==> src/kpdc_pkg.sv <==
// ----------------------------------------------------------------------------
// kpdc_pkg - key press duration classifier shared types
// Payload structs, config port geometry, register indexes, reset values and press kind codes.
// ----------------------------------------------------------------------------
`default_nettype none

package kpdc_pkg;

  // Config port geometry
  localparam int unsigned CFG_IDX_W  = 2;
  localparam int unsigned CFG_DATA_W = 32;

  // Config register indexes
  localparam logic [CFG_IDX_W-1:0] CFG_DEBOUNCE    = 2'd0;
  localparam logic [CFG_IDX_W-1:0] CFG_MIN_HOLD    = 2'd1;
  localparam logic [CFG_IDX_W-1:0] CFG_SHORT_LIMIT = 2'd2;
  localparam logic [CFG_IDX_W-1:0] CFG_TIMEOUT     = 2'd3;

  // Config reset values
  localparam logic [15:0] DEBOUNCE_RST    = 16'd20;
  localparam logic [15:0] MIN_HOLD_RST    = 16'd10;
  localparam logic [31:0] SHORT_LIMIT_RST = 32'd500;
  localparam logic [31:0] TIMEOUT_RST     = 32'd3000;

  // Press kind codes
  localparam logic KIND_SHORT = 1'b0;
  localparam logic KIND_LONG  = 1'b1;

  typedef struct packed {
    logic [1:0]  key_index;
    logic [31:0] edge_time;
  } kpdc_in_t;

  typedef struct packed {
    logic [1:0] press_key;
    logic       press_kind;
  } kpdc_out_t;

endpackage : kpdc_pkg

`default_nettype wire

==> src/key_press_duration_classifier.sv <==
// ----------------------------------------------------------------------------
// key_press_duration_classifier - debounced short/long press detector
// Takes timestamped key edges, debounces per key, pairs press and release
// and reports each hold as a short or long press.
// ----------------------------------------------------------------------------
//
//   channel | dir | handshake                | payload
//   --------+-----+--------------------------+-------------------------------
//   in      | in  | in_valid_i / in_stall_o  | in_data_i  (key_index, edge_time)
//   out     | out | out_valid_o / out_stall_i| out_data_o (press_key, press_kind)
//   cfg     | in  | cfg_we_i                 | cfg_idx_i, cfg_wdata_i
//
// From input transaction to result: an input register, then a classify stage
// that reads and updates the per-key state and loads the result register. One
// transaction per cycle is sustained unless the result stalls, with no
// forwarding, since per-key state is touched only in the classify stage. Reset
// clears key state and loads config reset values. A stalled result holds both
// stages; the input register still takes a transaction while it is empty.
//
`default_nettype none

module key_press_duration_classifier #(
  parameter int unsigned NUM_KEYS  = 4,
  parameter int unsigned TICK_BITS = 32
) (
  input  wire logic                                clk_i,
  input  wire logic                                rst_ni,

  input  wire logic                                in_valid_i,
  output logic                                     in_stall_o,
  input  wire kpdc_pkg::kpdc_in_t                  in_data_i,

  output logic                                     out_valid_o,
  input  wire logic                                out_stall_i,
  output kpdc_pkg::kpdc_out_t                      out_data_o,

  input  wire logic                                cfg_we_i,
  input  wire logic [kpdc_pkg::CFG_IDX_W-1:0]      cfg_idx_i,
  input  wire logic [kpdc_pkg::CFG_DATA_W-1:0]     cfg_wdata_i
);

  // Compare width covers both the tick counters and the 32-bit limits
  localparam int unsigned CMP_W  = (TICK_BITS > 32) ? TICK_BITS : 32;
  // Wide enough to compare any lane number against the key field
  localparam int unsigned LANE_W = 8;

  // ---------------- config registers ----------------
  logic [15:0] debounce_q, min_hold_q;
  logic [31:0] short_limit_q, timeout_q;

  always_ff @(posedge clk_i or negedge rst_ni) begin
    if (!rst_ni) begin
      debounce_q    <= kpdc_pkg::DEBOUNCE_RST;
      min_hold_q    <= kpdc_pkg::MIN_HOLD_RST;
      short_limit_q <= kpdc_pkg::SHORT_LIMIT_RST;
      timeout_q     <= kpdc_pkg::TIMEOUT_RST;
    end else if (cfg_we_i) begin
      case (cfg_idx_i)
        kpdc_pkg::CFG_DEBOUNCE:    debounce_q    <= cfg_wdata_i[15:0];
        kpdc_pkg::CFG_MIN_HOLD:    min_hold_q    <= cfg_wdata_i[15:0];
        kpdc_pkg::CFG_SHORT_LIMIT: short_limit_q <= cfg_wdata_i;
        kpdc_pkg::CFG_TIMEOUT:     timeout_q     <= cfg_wdata_i;
        default: ;
      endcase
    end
  end

  // ---------------- handshake ----------------
  logic               s1_valid_q;
  kpdc_pkg::kpdc_in_t s1_data_q;
  logic               out_valid_q;
  kpdc_pkg::kpdc_out_t out_data_q;
  logic               adv;      // classify stage may move this cycle
  logic               s1_load;

  assign adv        = !out_valid_q || !out_stall_i;
  assign in_stall_o = s1_valid_q && !adv;
  assign s1_load    = in_valid_i && !in_stall_o;

  always_ff @(posedge clk_i or negedge rst_ni) begin
    if (!rst_ni) begin
      s1_valid_q <= 1'b0;
    end else if (s1_load) begin
      s1_valid_q <= 1'b1;
    end else if (adv) begin
      s1_valid_q <= 1'b0;
    end
  end

  always_ff @(posedge clk_i) begin
    if (s1_load) begin
      s1_data_q <= in_data_i;
    end
  end

  // ---------------- per-key state ----------------
  logic [NUM_KEYS-1:0]  expect_rel_q;
  logic [NUM_KEYS-1:0]  pending_q;
  logic [TICK_BITS-1:0] last_stamp_q  [NUM_KEYS];
  logic [TICK_BITS-1:0] start_stamp_q [NUM_KEYS];

  // ---------------- classify ----------------
  logic [NUM_KEYS-1:0]  hit;
  logic                 key_ok;
  logic [TICK_BITS-1:0] now;
  logic [TICK_BITS-1:0] sel_last, sel_start;
  logic                 sel_expect, sel_pending;
  logic [TICK_BITS-1:0] gap, hold;
  logic                 debounce_ok, take, hold_in_band, emit;
  logic                 kind;

  always_comb begin
    sel_last    = '0;
    sel_start   = '0;
    sel_expect  = 1'b0;
    sel_pending = 1'b0;
    for (int k = 0; k < NUM_KEYS; k++) begin
      hit[k] = (LANE_W'(s1_data_q.key_index) == LANE_W'(k));
      if (hit[k]) begin
        sel_last    = last_stamp_q[k];
        sel_start   = start_stamp_q[k];
        sel_expect  = expect_rel_q[k];
        sel_pending = pending_q[k];
      end
    end
  end

  assign key_ok = |hit;   // keys at or beyond NUM_KEYS are ignored
  assign now    = TICK_BITS'(s1_data_q.edge_time);

  // Differences wrap modulo 2^TICK_BITS
  assign gap         = now - sel_last;
  assign debounce_ok = CMP_W'(gap) >= CMP_W'(debounce_q);
  assign take        = s1_valid_q && adv && key_ok && debounce_ok;

  assign hold         = now - sel_start;
  assign hold_in_band = (CMP_W'(hold) >= CMP_W'(min_hold_q)) &&
                        ((CMP_W'(hold) < CMP_W'(short_limit_q)) ||
                         (CMP_W'(hold) < CMP_W'(timeout_q)));
  assign kind = (CMP_W'(hold) < CMP_W'(short_limit_q)) ? kpdc_pkg::KIND_SHORT
                                                        : kpdc_pkg::KIND_LONG;
  // A result only on a release that closes a recorded press
  assign emit = take && sel_expect && sel_pending && hold_in_band;

  always_ff @(posedge clk_i or negedge rst_ni) begin
    if (!rst_ni) begin
      expect_rel_q <= '0;
      pending_q    <= '0;
      for (int k = 0; k < NUM_KEYS; k++) begin
        last_stamp_q[k]  <= '0;
        start_stamp_q[k] <= '0;
      end
    end else if (take) begin
      for (int k = 0; k < NUM_KEYS; k++) begin
        if (hit[k]) begin
          last_stamp_q[k] <= now;
          if (!expect_rel_q[k]) begin
            // press edge; an earlier pending start is kept
            expect_rel_q[k] <= 1'b1;
            if (!pending_q[k]) begin
              pending_q[k]     <= 1'b1;
              start_stamp_q[k] <= now;
            end
          end else begin
            // release edge
            expect_rel_q[k]  <= 1'b0;
            pending_q[k]     <= 1'b0;
            start_stamp_q[k] <= '0;
          end
        end
      end
    end
  end

  // ---------------- result register ----------------
  always_ff @(posedge clk_i or negedge rst_ni) begin
    if (!rst_ni) begin
      out_valid_q <= 1'b0;
    end else if (adv) begin
      out_valid_q <= emit;
    end
  end

  always_ff @(posedge clk_i) begin
    if (emit) begin
      out_data_q.press_key  <= s1_data_q.key_index;
      out_data_q.press_kind <= kind;
    end
  end

  assign out_valid_o = out_valid_q;
  assign out_data_o  = out_data_q;

`ifndef SYNTHESIS
  // Press bookkeeping: a recorded press and an expected release go together
  assert property (@(posedge clk_i) disable iff (!rst_ni)
    pending_q == expect_rel_q)
    else $error("kpdc: pending and expect_release diverged");

  // Input only stalls when the input register holds a transaction
  assert property (@(posedge clk_i) disable iff (!rst_ni)
    in_stall_o |-> s1_valid_q)
    else $error("kpdc: input stalled with empty input register");

  // A reported key is always a real key
  assert property (@(posedge clk_i) disable iff (!rst_ni)
    out_valid_q |-> (LANE_W'(out_data_q.press_key) < LANE_W'(NUM_KEYS)))
    else $error("kpdc: result for out-of-range key");

  // A new result follows a transaction in the classify stage
  assert property (@(posedge clk_i) disable iff (!rst_ni)
    (out_valid_q && !$past(out_valid_q)) |-> $past(s1_valid_q))
    else $error("kpdc: result without a classified transaction");
`endif

endmodule : key_press_duration_classifier

`default_nettype wire

==> config.mk <==
export PLATFORM = sky130hd
export DESIGN_NAME = key_press_duration_classifier
export DESIGN_NICKNAME = d
export VERILOG_FILES = /design/src/kpdc_pkg.sv /design/src/key_press_duration_classifier.sv
export SDC_FILE = /design/constraint.sdc
export NUM_CORES = 1
export LEC_CHECK = 0
export BUFFER_PORTS_ARGS = -buffer_cell sky130_fd_sc_hd__buf_2
export CAP_MARGIN = 20
export CORE_UTILIZATION = 60
export DETAILED_ROUTE_END_ITERATION = 6
export PLACE_DENSITY = 0.78
export SLEW_MARGIN = 20
export SYNTH_ARGS = -nofsm -noshare
export SYNTH_HDL_FRONTEND = slang
export SYNTH_SLANG_ARGS = --single-unit
==> constraint.sdc <==
create_clock -name clk_i -period 11.6 [get_ports clk_i]
set_clock_uncertainty 0.2 [all_clocks]
set_input_delay 0.58 -clock clk_i [delete_from_list [all_inputs] [get_ports clk_i]]
set_output_delay 0.58 -clock clk_i [all_outputs]
set_load 0.05 [all_outputs]
==> reports/qor.yml, run 1 <==
synthSimpleGateAreaFrac_pct: 6.819
antenna_found_initial: 0
crit_required_ns: 11.86
cellInternalPower_mw: 4.197
grt_pass1_vias: 16550
synth_edf_count: 37
drc: 0
viasPerCell: 6.163
synth_compound_area_share_pct: 11.26
ys_types: 73
rrSetupSlack_ns: 3.86
report.final.slew_viol_count: 0
power.density_nw_per_um2: 273.3
slew-limit-headroom_pct: 27.49
grt_setup_unrepaired: "no"
ys_seq_area_share_pct: 44.28
timing.max_cap.violations: 0
cts_tree: "done"
die_w_um: 196.9
dp_hpwl_um: 37100
clock_sinks: 395
hp-class: "primary input to flip-flop"
p_leak_nw: 11.40
nets: 2296
setup_violations: 0
end_kind: "flip-flop"
cts_buffers: 43
fin_area_um2: 25370
track_usage_pct: 28.92
ant_nets: 0
clock.fmax_mhz: 129.2
drive_gt1_share_pct: 19.79
synth_top_family_by_area: "multiplexers"
grt_pass1_wl_um: 88060
dr.pass1.iters: 5
avgSynthCellArea_um2: 11.42
final_util_pct: 67.68
yosys_warnings: 0
cpMaxStageDelayCell: "edfxtp_1"
gp_congestion: 0.9105
initialDrtViolationCount: 1279
critical_path_class: "flip-flop to flip-flop"
timing.critical_path.to: "last_stamp_q[74]"
initial_core_util_pct: 60.79
r2r-end: "last_stamp_q[74]"
synth-adder-area-share_pct: 8.389
rows: 71
combPwrFrac_pct: 48.9
area_growth_pct: 11.34
grt_max_degree: 179
cts.clk_slew.worst_paths_ns: 0.06
start_kind: "flip-flop"
cts-root-buf: "clkbuf_16"
hold_viol: 0
cts_max_path_buffers: 3
status: "finished clean"
core_region_area_um2: 37490
io_pins: 78
seqPwrFrac_pct: 31.1
overflow: 0
place_area_um2: 23580
ys_ff_latch: 395
most-common-layout-cells: "dfrtp_1 (341), inv_1 (193), mux2_2 (156)"
h-tree-depth: 2
synthMuxAreaShare_pct: 21.72
wl_per_cell_um: 20.74
swShare_pct: 39.48
fin_crit_sh_pct: 66.74
die_y_um: 196.9
cp_cell_sequence: "buf_12 > mux4_2 > inv_1 > ha_1 > and4_1 > o2111a_1 > a31oi_1 > o211ai_1 > xor2_1 > ha_1 > o21a_1 > o21a_1 > o221ai_1 > a31oi_1 > a2111oi_0 > and3_1 > o311ai_1 > nor4_4 > buf_4 > nor4bb_4 > buf_4 > mux2_2"
port_buffers: 77
vdd_ir_drop_max_mv: 0.1642
max_stage_delay_ns: 1.02
cp.arrival_ns: 8.00
syn-num-nets: 2214
synthArstFlopShare_pct: 90.63
final.setup.tns_ns: 0
switchingPower_mw: 2.738
fp.dieArea_um2: 38770
num_vias: 16170
fin_crit_ns: 7.742
post_cts_buffers: 0
worstMarginPinSlew_ns: 1.088
startpoint: "s1_data_q[32]"
syn-cell-area_um2: 22790
final_common_cell: "dfrtp_1"
synthXorXnorAreaFrac_pct: 2.229
synth_cells: 1995
p_clk_share_pct: 20.0
routed_wirelength_um: 54400
clk_latency_ns: 0.58
reg2reg_from: "s1_data_q[32]"
worstRegToRegCells: 22
antennaDiodeCount: 0
crit_fanout: 56
synthFlopType: "dfrtp_1"
[cells by family (layout without fill, tap and decap cells)]
group,after synthesis,after routing
DFF,395,395
AOI/OAI and AO/OA,390,390
muxes,375,375
and+or+nand+nor,335,335
buffers and inverters,289,406
adders and majority gates,153,153
xor gates and xnor gates,58,58
[layout make-up]
type	count	area (um2)
repair buffers	133	932.1
clock buffers	60	1221
inverters	193	724.4
multi-input cells	1311	11540
flip-flops and latches	395	10090
well taps	511	639.4
fillers	2736	12120
clock inverters	20	221.5
[state kept, by name, summed over array words and instances, names as in the netlist]
name           count
pending_q          4
s1_data_q          2
s1_valid_q         1
timeout_q         32
out_data_o         3
start_stamp_q    128
short_limit_q     32
debounce_q        16
out_valid_o        1
now               32
last_stamp_q     128
min_hold_q        16
[layer usage]
metal / wire length [um] / track usage (%)
met3: 3571 / 4.654
met2: 25420 / 46.43
met1: 24040 / 40.18
met5: 0 / 0
met4: 1368 / 9.733
[how the worst min path moves through the flow]
stage	startpoint	endpoint	slack, ns	cells after the start
2_1_floorplan	rst_ni	debounce_q[0]	0.08	0
3_3_place_gp	start_stamp_q[110]	start_stamp_q[110]	0.26	1
3_5_place_dp	last_stamp_q[88]	last_stamp_q[88]	0.27	1
4_1_cts	cfg_wdata_i[30]	timeout_q[30]	0.03	2
5_1_grt	in_data_i[32]	s1_data_q[32]	0.04	1
6_report	in_data_i[32]	s1_data_q[32]	0.05	1
[power groups by stage]
stage	combinational [mW]	sequential (mW)	clock, mW
after floorplan	2.52	2.08	0
after global placement	3.20	2.13	0
after detailed placement	3.33	2.17	0
after CTS	3.36	2.15	1.41
after global routing	3.77	2.21	1.46
final	3.39	2.16	1.38
[repair_timing]
item                      CTS  global route
hold buffers               35             0
resized for setup           0             0
hold endpoints to repair  118             0
[critical path: cells and delay by family (launching register included)]
family	cells	cell delay (ns)
fa+ha+maj	2	0.60
buf+inv	4	1.64
flops	1	1.02
mux	2	0.98
compound gates	9	1.55
simple gates	4	1.32
xor+xnor	1	0.19
[cells in the mapped netlist (9+ instances only)]
cell type	n	share of area, %
edfxtp_1	37	4.9
nand4_1	16	0.44
buf_1	11	0.18
mux2_1	150	7.4
buf_6	15	0.74
inv_1	193	3.2
nor2_1	151	2.5
a211oi_1	11	0.36
o21a_1	18	0.59
o41ai_1	34	1.3
a21o_1	30	0.99
nand2b_1	9	0.25
ha_1	144	7.9
o21ai_0	101	2.2
mux4_2	65	6.4
a21oi_1	92	2.0
dfstp_2	17	2.0
nand2_1	69	1.1
buf_2	10	0.22
nor3_1	16	0.35
and2_1	10	0.27
xor2_1	22	0.85
xnor2_1	36	1.4
clkbuf_1	60	0.99
nand3_1	19	0.42
mux2_2	156	7.7
dfrtp_1	341	37
o31ai_1	9	0.30
and3_1	11	0.30
o21bai_1	10	0.33
o211ai_1	13	0.43
[stage by stage]
stage          std cells  worst slack [ns]  power (mW)  hold slack [ns]
6_report            2623             3.858       6.935          0.05319
5_1_grt             2623             3.395       7.448          0.04071
4_1_cts             2623             3.887       6.915          0.03272
3_5_place_dp        2508             3.908       5.496           0.2701
3_3_place_gp        2508             4.023       5.332           0.2620
2_1_floorplan       1995             4.768       4.602          0.08441
Power figures use the tool's default switching activity.
==> run 2: changes to the inputs <==
--- a/config.mk
+++ b/config.mk
@@ -5,9 +5,10 @@
 export SDC_FILE = /design/constraint.sdc
 export NUM_CORES = 1
 export LEC_CHECK = 0
+export ABC_AREA = 1
 export BUFFER_PORTS_ARGS = -buffer_cell sky130_fd_sc_hd__buf_2
 export CAP_MARGIN = 20
-export CORE_UTILIZATION = 60
+export CORE_UTILIZATION = 57
 export DETAILED_ROUTE_END_ITERATION = 6
 export PLACE_DENSITY = 0.78
 export SLEW_MARGIN = 20
==> constraint.sdc (replaced) <==
create_clock -name clk_i -period 7.04 [get_ports clk_i]
set_clock_uncertainty 0.2 [all_clocks]
set_input_delay 0.352 -clock clk_i [delete_from_list [all_inputs] [get_ports clk_i]]
set_output_delay 0.352 -clock clk_i [all_outputs]
set_load 0.05 [all_outputs]
==> reports/qor.yml, run 2 <==
drive_gt1_share_pct: 8.315  # was 19.79%
die_y_um: 205.1  # was 196.9 um
grt_use_met3_pct: 6.077  # was 4.654%
io_pins: 78  # unchanged
ant_nets: 0  # unchanged
num_vias: 21190  # was 16.17k
synthArstFlopShare_pct: 90.63  # unchanged
fp.dieArea_um2: 42060  # was 38,770 um2
final.setup.tns_ns: 0  # unchanged
crit_path_frequent_cell: "nand2_1"
hp-class: "primary input to flip-flop"  # unchanged
slew-limit-headroom_pct: 22.14  # was 27.49%
clock.fmax_mhz: 158.7  # was 129.2 MHz
viasPerCell: 5.755  # was 6.163
worstMarginPinSlew_ns: 1.168  # was 1.088 ns
routed_wirelength_um: 69290  # was 54,400 um
use_met2_pct: 55.33  # was 46.43%
synthFlopType: "dfrtp_1"  # unchanged
ys_ff_latch: 395  # unchanged
place_area_um2: 24020  # was 23,580 um2
synth_edf_count: 37  # unchanged
antennaDiodeCount: 0  # unchanged
cts.clk_slew.worst_paths_ns: 0.07  # was 0.06 ns
clock_sinks: 395  # unchanged
cts_resized: 0  # unchanged
start_kind: "flip-flop"  # unchanged
fin_crit_sh_pct: 89.52  # was 66.74%
reg2reg_from: "s1_data_q[32]"  # unchanged
final_common_cell: "nand2_1"  # was dfrtp_1
grt_pass1_vias: 20790  # was 16.55k
synth_top_family_by_area: "simple AND/OR/NAND/NOR gates"  # was multiplexers
avgSynthCellArea_um2: 7.711  # was 11.42 um2
grt_setup_unrepaired: "no"  # unchanged
holdPathStages: 3  # was 1
antenna_found_initial: 0  # unchanged
gp_congestion: 0.9558  # was 0.9105
report.final.slew_viol_count: 0  # unchanged
status: "finished clean"  # unchanged
crit_required_ns: 7.28  # was 11.86 ns
rrSetupSlack_ns: 0.74  # was 3.86 ns
yosys_warnings: 0  # unchanged
yosysMostFrequentCell: "nand2_1"  # was dfrtp_1
hold_path.startpoint: "cfg_we_i"  # was in_data_i[32]
synth_compound_area_share_pct: 13.28  # was 11.26%
crit_fanout: 63  # was 56
syn-cell-area_um2: 23510  # was 22,790 um2
synth_area_leader_cell: "dfrtp_1"  # unchanged
ys_seq_area_share_pct: 42.92  # was 44.28%
cts_buffers: 42  # was 43
h-tree-depth: 2  # unchanged
syn-num-nets: 3268  # was 2,214
dp_hpwl_um: 47650  # was 37,100 um
r2r-end: "last_stamp_q[5]"  # was last_stamp_q[74]
synthMuxAreaShare_pct: 0  # was 21.72%
cts-root-buf: "clkbuf_16"  # unchanged
dr.pass1.iters: 6  # was 5
synth_commonest_cells: "nand2_1 (1,003), inv_1 (371), dfrtp_1 (341)"  # was dfrtp_1 (341), inv_1 (193), mux2_2 (156)
core_region_area_um2: 40740  # was 37,490 um2
final-instance-count-excl-fill: 3683  # was 2,623
largestRegisters: "last_stamp_q (128), start_stamp_q (128)"  # unchanged
port_buffers: 77  # unchanged
setup_violations: 0  # unchanged
nets: 3344  # was 2,296
max_stage_delay_ns: 0.75  # was 1.02 ns
clk_latency_ns: 0.59  # was 0.58 ns
most-common-layout-cells: "nand2_1 (1,003), inv_1 (371), dfrtp_1 (341)"  # was dfrtp_1 (341), inv_1 (193), mux2_2 (156)
synth_top_area_share_pct: 36.30  # was 37.44%
cts_tree: "done"  # unchanged
hold_viol: 0  # unchanged
track_usage_pct: 33.69  # was 28.92%
area_growth_pct: 11.02  # was 11.34%
rows: 74  # was 71
grt_use_met1_pct: 44.65  # was 40.18%
wl_per_cell_um: 18.81  # was 20.74 um
timing.max_cap.violations: 0  # unchanged
drc: 0  # unchanged
synth_cells: 3049  # was 1,995
cp.arrival_ns: 6.54  # was 8.00 ns
p_leak_nw: 13.48  # was 11.40 nW
initial_core_util_pct: 57.71  # was 60.79%
die_w_um: 205.1  # was 196.9 um
synthXorXnorAreaFrac_pct: 1.267  # was 2.229%
fin_area_um2: 26100  # was 25,370 um2
initialDrtViolationCount: 2094  # was 1,279
yosys-top-cells-area: "dfrtp_1 (36%), nand2_1 (16%), ha_1 (7.7%)"  # was dfrtp_1 (37%), ha_1 (7.9%), mux2_2 (7.7%)
synth-adder-area-share_pct: 7.834  # was 8.389%
grt_most_used_layer: "met2"  # unchanged
end_kind: "flip-flop"  # unchanged
min_to: "debounce_q[15]"  # was s1_data_q[32]
vdd_ir_drop_max_mv: 0.2224  # was 0.1642 mV
synthSimpleGateAreaFrac_pct: 25.02  # was 6.819%
cts_max_path_buffers: 3  # unchanged
overflow: 0  # unchanged
critical_path_class: "flip-flop to flip-flop"  # unchanged
fin_crit_ns: 6.302  # was 7.742 ns
dpl.cell_count: 3541  # was 2,508
grt_pass1_wl_um: 110300  # was 88,060 um
cpMaxStageDelayCell: "clkinv_2"  # was edfxtp_1
ys_types: 50  # was 73
worstRegToRegCells: 29  # was 22
grt_max_degree: 177  # was 179
power.density_nw_per_um2: 417.0  # was 273.3 nW/um2
post_cts_buffers: 0  # unchanged
## run 2: cells by family (layout without fill, tap and decap cells)
family,count (synthesis),in the layout
fa+ha+maj,146,146
buf+inv,530,632
simple gates,1433,1433
flops,395,395
xor+xnor,34,34
compound gates,511,511
## run 2: routing by layer
metal	share of wire, %	up-vias
met5	0	-
met4	3.3	0
met3	8.4	161
met2	47	881
met1	41	10140
li1	-	10020
## run 2: area by class of cell
| class | count | area, um2 |
|---|---|---|
| Inverter | 390 | 1468 |
| Clock buffer | 59 | 1206 |
| Multi-Input combinational cell | 2124 | 11170 |
| Fill cell | 3481 | 14640 |
| Tap cell | 532 | 665.6 |
| Clock inverter | 11 | 148.9 |
| Timing Repair Buffer | 172 | 1356 |
| Sequential cell | 395 | 10090 |
## run 2: where the power goes
| part | leakage (nW) | switching [mW] | internal [mW] | total, mW |
|---|---|---|---|---|
| clock | 0.663 | 0.922 | 1.30 | 2.22 |
| combinational | 7.98 | 3.32 | 1.82 | 5.14 |
| sequential | 4.84 | 0.451 | 3.07 | 3.53 |
## run 2: critical path, delay by kind of cell (launching register included)
kind | cells | cell delay [ns]
AO/OA/AOI/OAI | 2 | 0.60
XOR/XNOR | 1 | 0.19
adder cells (fa/ha/maj) | 2 | 0.81
AND/OR/NAND/NOR | 21 | 2.52
buffers and inverters | 3 | 1.33
flip-flops | 1 | 0.49
## run 2: what timing repair did
item,CTS,global route
endpoints found under the hold margin,215,0
endpoints found under the setup margin,0,0
hold buffers,70,0
## run 2: worst max-delay path by stage
stage	from	to	depth (start not counted)	slack, ns
final	s1_data_q[32]	last_stamp_q[5]	29	0.74
after global routing	s1_data_q[32]	last_stamp_q[25]	28	0.34
after CTS	s1_data_q[32]	out_data_o[1]	26	0.90
after detailed placement	s1_data_q[32]	out_data_o[1]	26	0.95
after global placement	s1_data_q[32]	out_data_o[1]	26	1.05
after floorplan	s1_data_q[32]	last_stamp_q[122]	33	2.58
## run 2: stage by stage
step / hold WS, ns / worst slack, ns / util, % / power [mW]
after floorplan: -0.1436 / 2.585 / - / 7.115
after global placement: 0.2386 / 1.055 / 58.83 / 8.296
after detailed placement: 0.2536 / 0.9475 / 58.95 / 8.527
after CTS: 0.2134 / 0.9000 / 64.00 / 10.82
after global routing: 0.1507 / 0.3425 / 64.07 / 11.75
final: 0.1294 / 0.7380 / 64.07 / 10.88
